**src/rtl/swc_pkg.sv**
```systemverilog
`timescale 1ns / 1ps

package swc_pkg;

    localparam int DATA_W  = 32;
    localparam int CHECK_W = 7;
    localparam int SYN_W   = 8;
    localparam int BYTES   = DATA_W / 8;
    localparam int S_TDATA_W = 48;
    localparam int M_TDATA_W = 48;

    // Status codes
    localparam logic [1:0] STAT_CLEAN     = 2'd0;
    localparam logic [1:0] STAT_CORRECTED = 2'd1;
    localparam logic [1:0] STAT_UNCORR    = 2'd2;

    // Mode codes
    localparam logic MODE_ENCODE = 1'b0;
    localparam logic MODE_DECODE = 1'b1;

    // Parity rows, check bit i covers row i
    localparam logic [DATA_W-1:0] ROWS [CHECK_W] = '{
        32'hFF021283, 32'h09FF2484, 32'h1010FF36, 32'h222580FF,
        32'h65490F68, 32'h868EF808, 32'hD8F04151
    };

    // Column code of data bit (31 - k)
    localparam logic [SYN_W-1:0] COLUMNS [DATA_W] = '{
        8'h61, 8'h51, 8'h19, 8'h45, 8'h43, 8'h31, 8'h29, 8'h13,
        8'h62, 8'h52, 8'h4A, 8'h46, 8'h32, 8'h2A, 8'h23, 8'h1A,
        8'h2C, 8'h64, 8'h26, 8'h25, 8'h34, 8'h16, 8'h15, 8'h54,
        8'h0B, 8'h58, 8'h1C, 8'h4C, 8'h38, 8'h0E, 8'h0D, 8'h49
    };

    // Padded word after the first stage; byte_en[3] is the first byte
    typedef struct packed {
        logic              mode;
        logic [DATA_W-1:0] word;
        logic [BYTES-1:0]  byte_en;
        logic [SYN_W-1:0]  check_in;
    } pad_t;

    // Check bits and syndrome after the second stage
    typedef struct packed {
        logic               mode;
        logic [DATA_W-1:0]  word;
        logic [BYTES-1:0]   byte_en;
        logic [CHECK_W-1:0] chk;
        logic [SYN_W-1:0]   syn;
    } syn_t;

    // Result item
    typedef struct packed {
        logic [1:0]         status;
        logic [CHECK_W-1:0] check_out;
        logic [DATA_W-1:0]  data_out;
    } res_t;

    // Byte enables from the count of leading bytes
    function automatic logic [BYTES-1:0] byte_enables(input logic [2:0] count);
        logic [BYTES-1:0] be;
        unique case (count)
            3'd0:    be = 4'b0000;
            3'd1:    be = 4'b1000;
            3'd2:    be = 4'b1100;
            3'd3:    be = 4'b1110;
            default: be = 4'b1111;
        endcase
        return be;
    endfunction

    // Expand byte enables into a bit mask
    function automatic logic [DATA_W-1:0] byte_mask(input logic [BYTES-1:0] be);
        return {{8{be[3]}}, {8{be[2]}}, {8{be[1]}}, {8{be[0]}}};
    endfunction

endpackage

```
**src/rtl/swc_pad.sv**
```systemverilog
`timescale 1ns / 1ps

module swc_pad (
    input  logic          aclk,
    input  logic          aresetn,
    input  logic          in_valid,
    output logic          in_ready,
    input  logic          mode,
    input  logic [31:0]   data_word,
    input  logic [2:0]    valid_bytes,
    input  logic [7:0]    check_in,
    output logic          out_valid,
    input  logic          out_ready,
    output swc_pkg::pad_t out_pad
);
    import swc_pkg::*;

    logic  valid_reg;
    pad_t  pad_reg;
    pad_t  pad_next;

    assign in_ready  = !valid_reg || out_ready;
    assign out_valid = valid_reg;
    assign out_pad   = pad_reg;

    // Zero the bytes past the valid count
    always_comb begin
        pad_next.mode     = mode;
        pad_next.byte_en  = byte_enables(valid_bytes);
        pad_next.word     = data_word & byte_mask(pad_next.byte_en);
        pad_next.check_in = check_in;
    end

    // Advance when the slot is empty or the next stage can take the held request
    always_ff @(posedge aclk) begin
        if (!aresetn) begin
            valid_reg <= 1'b0;
        end else if (in_ready) begin
            valid_reg <= in_valid;
        end
    end

    always_ff @(posedge aclk) begin
        if (in_ready && in_valid) begin
            pad_reg <= pad_next;
        end
    end

endmodule

```
**src/rtl/swc_syndrome.sv**
```systemverilog
`timescale 1ns / 1ps

module swc_syndrome (
    input  logic          aclk,
    input  logic          aresetn,
    input  logic          in_valid,
    output logic          in_ready,
    input  swc_pkg::pad_t in_pad,
    output logic          out_valid,
    input  logic          out_ready,
    output swc_pkg::syn_t out_syn
);
    import swc_pkg::*;

    logic  valid_reg;
    syn_t  syn_reg;
    syn_t  syn_next;

    assign in_ready  = !valid_reg || out_ready;
    assign out_valid = valid_reg;
    assign out_syn   = syn_reg;

    // Parity of each masked row, then fold in the stored check byte
    always_comb begin
        syn_next.mode    = in_pad.mode;
        syn_next.word    = in_pad.word;
        syn_next.byte_en = in_pad.byte_en;
        for (int r = 0; r < CHECK_W; r++) begin
            syn_next.chk[r] = ^(in_pad.word & ROWS[r]);
        end
        syn_next.syn = in_pad.check_in ^ {1'b0, syn_next.chk};
    end

    always_ff @(posedge aclk) begin
        if (!aresetn) begin
            valid_reg <= 1'b0;
        end else if (in_ready) begin
            valid_reg <= in_valid;
        end
    end

    always_ff @(posedge aclk) begin
        if (in_ready && in_valid) begin
            syn_reg <= syn_next;
        end
    end

endmodule

```
**src/rtl/swc_correct.sv**
```systemverilog
`timescale 1ns / 1ps

module swc_correct (
    input  logic          aclk,
    input  logic          aresetn,
    input  logic          in_valid,
    output logic          in_ready,
    input  swc_pkg::syn_t in_syn,
    output logic          out_valid,
    input  logic          out_ready,
    output swc_pkg::res_t out_res
);
    import swc_pkg::*;

    logic              valid_reg;
    res_t              res_reg;
    res_t              res_next;
    logic [DATA_W-1:0] flip;
    logic              hit;

    assign in_ready  = !valid_reg || out_ready;
    assign out_valid = valid_reg;
    assign out_res   = res_reg;

    // Match the syndrome against the columns; the lowest column index wins
    always_comb begin
        flip = '0;
        hit  = 1'b0;
        for (int k = DATA_W - 1; k >= 0; k--) begin
            if (in_syn.syn == COLUMNS[k]) begin
                flip = '0;
                flip[DATA_W-1-k] = 1'b1;
                hit  = 1'b1;
            end
        end
    end

    // Flip the matched bit in decode, keep padding bytes at zero
    always_comb begin
        res_next.check_out = in_syn.chk;
        res_next.data_out  = in_syn.word;
        res_next.status    = STAT_CLEAN;
        if (in_syn.mode == MODE_DECODE && in_syn.syn != '0) begin
            if (hit) begin
                res_next.data_out = (in_syn.word ^ flip) & byte_mask(in_syn.byte_en);
                res_next.status   = STAT_CORRECTED;
            end else begin
                res_next.status   = STAT_UNCORR;
            end
        end
    end

    always_ff @(posedge aclk) begin
        if (!aresetn) begin
            valid_reg <= 1'b0;
        end else if (in_ready) begin
            valid_reg <= in_valid;
        end
    end

    always_ff @(posedge aclk) begin
        if (in_ready && in_valid) begin
            res_reg <= res_next;
        end
    end

endmodule

```
**src/rtl/secded_word_codec_core.sv**
```systemverilog
`timescale 1ns / 1ps
// Channel | Dir | tdata fields (low bit up)                          | tuser
// s_      | in  | data_word[31:0] valid_bytes[34:32] check_in[42:35] | mode
// m_      | out | data_out[31:0] check_out[38:32] status[40:39]      | -
//
// Registered stages in order: pad, parity/syndrome, column match/correct.
// One request per cycle is sustained; each stage has its own valid bit.
// A stall on m_ holds the output register; upstream stages keep filling
// their empty slots, so s_tready drops only once all three stages are full.
// Synchronous active-low reset clears the valid bits only.

module secded_word_codec_core (
    input  logic        aclk,
    input  logic        aresetn,
    input  logic        s_tvalid,
    output logic        s_tready,
    input  logic [47:0] s_tdata,   // data_word, valid_bytes, check_in, unused
    input  logic [0:0]  s_tuser,   // mode
    output logic        m_tvalid,
    input  logic        m_tready,
    output logic [47:0] m_tdata    // data_out, check_out, status, zero pad
);
    import swc_pkg::*;

    logic  pad_valid;
    logic  pad_ready;
    pad_t  pad;
    logic  syn_valid;
    logic  syn_ready;
    syn_t  syn;
    res_t  res;

    // Stage one: byte padding
    swc_pad u_pad (
        .aclk        (aclk),
        .aresetn     (aresetn),
        .in_valid    (s_tvalid),
        .in_ready    (s_tready),
        .mode        (s_tuser[0]),
        .data_word   (s_tdata[31:0]),
        .valid_bytes (s_tdata[34:32]),
        .check_in    (s_tdata[42:35]),
        .out_valid   (pad_valid),
        .out_ready   (pad_ready),
        .out_pad     (pad)
    );

    // Stage two: check bits and syndrome
    swc_syndrome u_syn (
        .aclk      (aclk),
        .aresetn   (aresetn),
        .in_valid  (pad_valid),
        .in_ready  (pad_ready),
        .in_pad    (pad),
        .out_valid (syn_valid),
        .out_ready (syn_ready),
        .out_syn   (syn)
    );

    // Stage three: correction and status
    swc_correct u_cor (
        .aclk      (aclk),
        .aresetn   (aresetn),
        .in_valid  (syn_valid),
        .in_ready  (syn_ready),
        .in_syn    (syn),
        .out_valid (m_tvalid),
        .out_ready (m_tready),
        .out_res   (res)
    );

    assign m_tdata = {{(M_TDATA_W - $bits(res_t)){1'b0}}, res};

endmodule

```
**config.mk**
```make
export PLATFORM = sky130hd
export DESIGN_NAME = secded_word_codec_core
export DESIGN_NICKNAME = d
export VERILOG_FILES = /design/src/rtl/swc_pkg.sv /design/src/rtl/swc_pad.sv /design/src/rtl/swc_syndrome.sv /design/src/rtl/swc_correct.sv /design/src/rtl/secded_word_codec_core.sv
export SDC_FILE = /design/constraint.sdc
export NUM_CORES = 1
export LEC_CHECK = 0
export BUFFER_PORTS_ARGS = -buffer_cell sky130_fd_sc_hd__buf_2
export CAP_MARGIN = 20
export CORE_ASPECT_RATIO = 0.9
export CORE_UTILIZATION = 55
export CTS_BUF_LIST = sky130_fd_sc_hd__clkbuf_2 sky130_fd_sc_hd__clkbuf_4 sky130_fd_sc_hd__clkbuf_8
export DETAILED_ROUTE_END_ITERATION = 12
export PLACE_DENSITY_LB_ADDON = 0.3
export SLEW_MARGIN = 10
export SYNTH_ARGS = -nofsm -noshare
export SYNTH_HDL_FRONTEND = slang
export SYNTH_SLANG_ARGS = --single-unit
```
**constraint.sdc**
```tcl
create_clock -name aclk -period 5.97 [get_ports aclk]
set_input_delay 0.2985 -clock aclk [delete_from_list [all_inputs] [get_ports aclk]]
set_output_delay 0.2985 -clock aclk [all_outputs]
set_load 0.01 [all_outputs]
```
==> impl_metrics.toml, run 1 <==
[synth]
synth_area_mm2 = 0.00649
seq_area_frac_synth = 0.648
yosysWarnings = 0
async_flop_share = 0
synthFlopType = "edfxtp_1"
synth_cells = 472
syn_area_per_cell_um2 = 13.8
ys_seq_elements = 141
ys_types = 48
synth-edff-count = 138

[floorplanning]
io_pins = 103
die_area_mm2 = 0.0122
start_util = 0.565
core_area_mm2 = 0.0115
die_y_um = 105
num_rows = 37
die_w_um = 117

[clock_tree]
clk_path_buf_depth = 2
root_buffer = "clkbuf_8"
clk-insertion-delay-late_ps = 450
cts_setup_buffers = 0
clk_pin_slew_worst_paths_ps = 70
htreeDepth = 4
cts_inserted_buffers = 17
tritoncts = "yes"
numClockSinks = 141

[grt]
track_usage = 0.210
antenna_found_initial = 0
busiest_layer = "met2"
grt_overflow = 0
grt_pass1_wl_mm = 18.5
use_met1 = 0.291
grt_pass1_vias = 3576
grt_max_degree = 53
grtUsageMet3 = 0.0655
grt_use_met2 = 0.300

[setup_path]
r2r_start = "u_syn.out_syn[2]"
r2r_end = "u_cor.out_res[18]"
rrSetupSlack_ps = 3180
start_kind = "flip-flop"
worstPathMaxFanout = 32
crit_type = "flip-flop to flip-flop"
crit_path_end_kind = "flip-flop"
worstPathArrival_ps = 2950
crit_required_ps = 6130
reg2reg_depth = 6

[timing]
fmax_ghz = 0.359
maxSlewViolCount = 0
fin_setup_tns_ps = 0
final-setup-viol-count = 0
tightest_slew_ps = 1060
fin_crit_sh = 0.467
final-hold-violation-count = 0
relSlewSlack = 0.293
grt_setup_unrepaired = "no"
finalClockSkew_ps = 14.1
final.min_clock_period_ps = 2790

[cells_and_area]
multiInputGateArea_mm2 = 0.00214
n_antenna_cell = 0
utilization = 0.647
area_growth_syn_to_layout_pct = 14.5
fin_nets = 618
final_common_cell = "edfxtp_1"
final_cell_mix = "edfxtp_1, buf_2, xnor2_1, xor2_1, a21oi_1"
final_layout_size_suffix_gt1_frac = 0.225
regArea_mm2 = 0.00420
fillCellCount = 893

[flow_run]
maxCapViolCount = 0

[pwr]
power_w = 0.00267
p_leak_nw = 2.57
swShare = 0.294
cellInternalPower_w = 0.00189
p_sw_w = 0.000786
power_frac_comb = 0.206
p_per_area_mw_per_mm2 = 359
p_seq_frac = 0.510
worst_ir_drop_vdd_mv = 0.190
pwr-share-clk = 0.283

[routing]
antenna_left = 0
drcViolationCount = 0
vias_per_cell = 5.18
vias = 3794
drt_wl_total_mm = 11.9
drt-initial-drc-count = 241
detail_route.first_pass.iterations = 5
wl_per_cell_um = 16.3

[placed_design]
gp_congestion = 0.899
hpwl_mm = 8.61
port_buffers = 90

[min_path]
hold_depth = 1
hold_class = "input port to flip-flop"
holdPathEnd = "u_pad.out_pad[6]"
hp-start = "s_tdata[41]"

[status]
status = "finished clean"
Yosys cell counts (7+ instances only):
cell type / instances / area [µm²]
a21oi_1: 39 / 195
and2_1: 10 / 62.6
buf_2: 7 / 35.0
buf_4: 9 / 67.6
edfxtp_1: 138 / 4140
nand2_1: 22 / 82.6
nand4_1: 8 / 50.1
nor2_1: 20 / 75.1
nor2b_1: 31 / 194
nor3_1: 9 / 45.0
xnor2_1: 69 / 604
xor2_1: 41 / 359
how the worst max path moves through the flow:
stage                   endpoint             start  slack (ps)  depth (start not counted)
3_5_place_dp   u_cor.out_res[18]  u_syn.out_syn[2]        3190                          6
6_report       u_cor.out_res[18]  u_syn.out_syn[2]        3180                          6
3_3_place_gp   u_cor.out_res[17]  u_syn.out_syn[2]        3290                          6
4_1_cts        u_cor.out_res[18]  u_syn.out_syn[2]        3180                          6
5_1_grt        u_cor.out_res[18]  u_syn.out_syn[2]        3010                          6
2_1_floorplan   u_syn.out_syn[0]   u_cor.out_valid        1100                          2
cells by family (layout without fill, tap and decap cells):
kind of cell | count (synthesis) | in the layout | share of synthesized area
and+or+nand+nor | 129 | 129 | 0.115
DFF | 141 | 141 | 0.648
AOI/OAI and AO/OA | 59 | 59 | 0.0543
other | 1 | 7 | 0.000578
xor gates and xnor gates | 111 | 111 | 0.152
buffers and inverters | 31 | 130 | 0.0308
state kept, by name, indices dropped and copies added (netlist names):
register / count
u_pad.out_pad: 45
u_cor.out_valid: 1
u_syn.out_valid: 1
u_syn.out_syn: 52
u_pad.out_valid: 1
u_cor.out_res: 41
metal layers:
layer	vias to the layer above	share of wire
met2	156	0.45
met4	0	0.026
met5	-	0
met1	1752	0.46
li1	1860	-
met3	26	0.066
repair_timing:
action	4_1_cts	5_1_grt
hold endpoints to repair	0	1
resized for setup	0	0
hold buffers	0	1
setup endpoints to repair	0	0
layout make-up:
cell class                      count  share of cell area
Sequential cell                   141               0.566
Clock buffer                       18              0.0325
Multi-Input combinational cell    306               0.289
Tap cell                          156              0.0263
Timing Repair Buffer               93              0.0640
Clock inverter                     13              0.0200
Inverter                            6             0.00303
worst max-delay path, stage by stage (launching register included):
cell and delay [ps]:
edfxtp_1 900, and4bb_1 300, a311oi_1 50, o221a_1 280
or4_4 510, nand3_4 290, a21oi_1 150
through the flow:
stage	setup slack [ps]	hold slack, ps	instance area, µm²	std cells
after floorplan	1100	397	6520	478
after global placement	3290	405	7030	701
after detailed placement	3190	405	7030	701
after CTS	3180	3.06	7420	732
after global routing	3010	9.12	7430	733
final	3180	32.8	7430	733
power groups by stage:
stage / clock network (W) / logic, W / registers [W]
after CTS: 0.000766 / 0.000555 / 0.00136
after global placement: 0 / 0.000537 / 0.00138
after global routing: 0.000804 / 0.000605 / 0.00138
after detailed placement: 0 / 0.000553 / 0.00138
after floorplan: 0 / 0.000527 / 0.00130
final: 0.000757 / 0.000551 / 0.00136
(Power assumes the default switching activity.)
==> run 2, diff against run 1 <==
==> constraint.sdc (replaced) <==
create_clock -name aclk -period 2.65 [get_ports aclk]
set_input_delay 0.1325 -clock aclk [delete_from_list [all_inputs] [get_ports aclk]]
set_output_delay 0.1325 -clock aclk [all_outputs]
set_load 0.01 [all_outputs]
==> run 2 against run 1 <==
Effect of this change:
- die area unchanged
- total power increased by 130%
- cell count is 7.6% higher
- first-iteration DRC count grew 36%
- critical path depth grew 1
- design area rose by 6.9%
- clock power is 110% higher
- sequential power grew 120%
- sequential share of layout area fell by 3.6 points
- hold slack got worse by 27 ps
- critical path type unchanged
- critical endpoint is now u_cor.out_res[19]
- largest cell class unchanged
==> impl_metrics.toml, run 2 (synthesis results as in run 1) <==
[clock_tree]
clk-insertion-delay-late_ps = 440
root_buffer = "clkbuf_8"
cts_inserted_buffers = 17
numClockSinks = 141
htreeDepth = 4
cts_setup_buffers = 0
postCtsHoldBufs = 43
clk_path_buf_depth = 2
post_cts_resized = 0
tritoncts = "yes"
clk_pin_slew_worst_paths_ps = 70

[pwr]
p_sw_w = 0.00176
cellInternalPower_w = 0.00428
p_leak_nw = 2.81
pwr-share-clk = 0.262
power_frac_comb = 0.247
swShare = 0.292
worst_ir_drop_vdd_mv = 0.430
p_per_area_mw_per_mm2 = 760
p_seq_frac = 0.490

[routing]
met2WireLength_mm = 6.24
vias_per_cell = 5.16
vias = 4074
drt_wl_total_mm = 12.9
detail_route.first_pass.iterations = 5
wl_met1_mm = 5.74
drcViolationCount = 0
drt-initial-drc-count = 327
routed-wl-met3_um = 747
highest_layer = "met4"
antenna_left = 0
wl_per_cell_um = 16.4

[grt]
grt_pass1_vias = 3938
track_usage = 0.226
antenna_found_initial = 0
grt_max_degree = 53
grt_pass1_wl_mm = 20.0
grt_overflow = 0

[cells_and_area]
n_antenna_cell = 0
utilization = 0.692
multiInputGateArea_mm2 = 0.00214
largest_reg_flops = 52
regArea_mm2 = 0.00420
final_common_cell = "edfxtp_1"
instances_no_fill = 789
final_cell_mix = "edfxtp_1, buf_2, xnor2_1, dlygate4sd3_1, xor2_1"
fin_nets = 675
area_growth_syn_to_layout_pct = 22.4
fillCellCount = 834
final_layout_size_suffix_gt1_frac = 0.224

[floorplanning]
core_area_mm2 = 0.0115
start_util = 0.565
die_area_mm2 = 0.0122
die_y_um = 105
die_w_um = 117
num_rows = 37
io_pins = 103

[timing]
fin_crit_sh = 0.924
relSlewSlack = 0.490
maxSlewViolCount = 0
finalClockSkew_ps = 14.0
fin_setup_tns_ps = 0
final-hold-violation-count = 0
grt_setup_unrepaired = "no"
final.min_clock_period_ps = 2450
fmax_ghz = 0.408
final-setup-viol-count = 0
tightest_slew_ps = 763

[setup_path]
worstPathArrival_ps = 2600
crit_path_end_kind = "flip-flop"
worstPathMaxFanout = 32
reg2reg_depth = 7
crit_required_ps = 2800
start_kind = "flip-flop"
crit_type = "flip-flop to flip-flop"

[placed_design]
port_buffers = 90
gp_congestion = 0.881
place_inst = 715
hpwl_mm = 8.95

[min_path]
hold_class = "input port to flip-flop"
hold_depth = 2

[status]
status = "finished clean"

[flow_run]
maxCapViolCount = 0
## run 2: worst max-delay path, stage by stage (launching register included)
cell	delay (ps)
edfxtp_1	500
buf_4	270
nor4bb_1	440
nor4b_1	270
a31oi_1	80
o211a_1	170
nand3_4	290
a21oi_1	140
## run 2: area by class of cell
class | instances | area share
clock buffer | 20 | 0.0323
sequential | 141 | 0.529
tap | 156 | 0.0246
multi-input combinational | 306 | 0.270
clock inverter | 10 | 0.0126
timing repair buffer | 150 | 0.129
inverter | 6 | 0.00284
## run 2: layer usage
layer | vias to the layer above | GRT usage
met5 | - | 0
met4 | 0 | 0.0888
met3 | 16 | 0.0580
met2 | 155 | 0.357
met1 | 1919 | 0.299
li1 | 1984 | -
## run 2: path summary, 6_finish.rpt
kind / start / end / slack [ps]
worst max-delay path: u_syn.out_syn[3] / u_cor.out_res[19] / 200
worst min-delay path: s_tdata[19] / u_pad.out_pad[31] / 6
worst max register to register: u_syn.out_syn[3] / u_cor.out_res[19] / 200
worst min register to register: u_syn.out_syn[14] / u_cor.out_res[38] / 420
## run 2: per-stage QoR
| stage | total power [W] | area [µm²] | hold WS (ps) | setup WS, ps |
|---|---|---|---|---|
| CTS | 0.00607 | 7920 | 4.88 | 240 |
| global placement | 0.00443 | 7140 | 310 | 267 |
| detailed placement | 0.00445 | 7140 | 312 | 257 |
| finish | 0.00604 | 7940 | 6.27 | 201 |
| floorplan | 0.00411 | 6530 | 231 | 244 |
| global route | 0.00630 | 7940 | 9.22 | 79.9 |
## run 2: power groups by stage
stage | Combinational, W | Sequential (W) | Clock [W]
after floorplan | 0.00119 | 0.00292 | 0
after global placement | 0.00143 | 0.00300 | 0
after detailed placement | 0.00144 | 0.00301 | 0
after CTS | 0.00149 | 0.00296 | 0.00162
after global routing | 0.00162 | 0.00298 | 0.00170
final | 0.00149 | 0.00296 | 0.00158
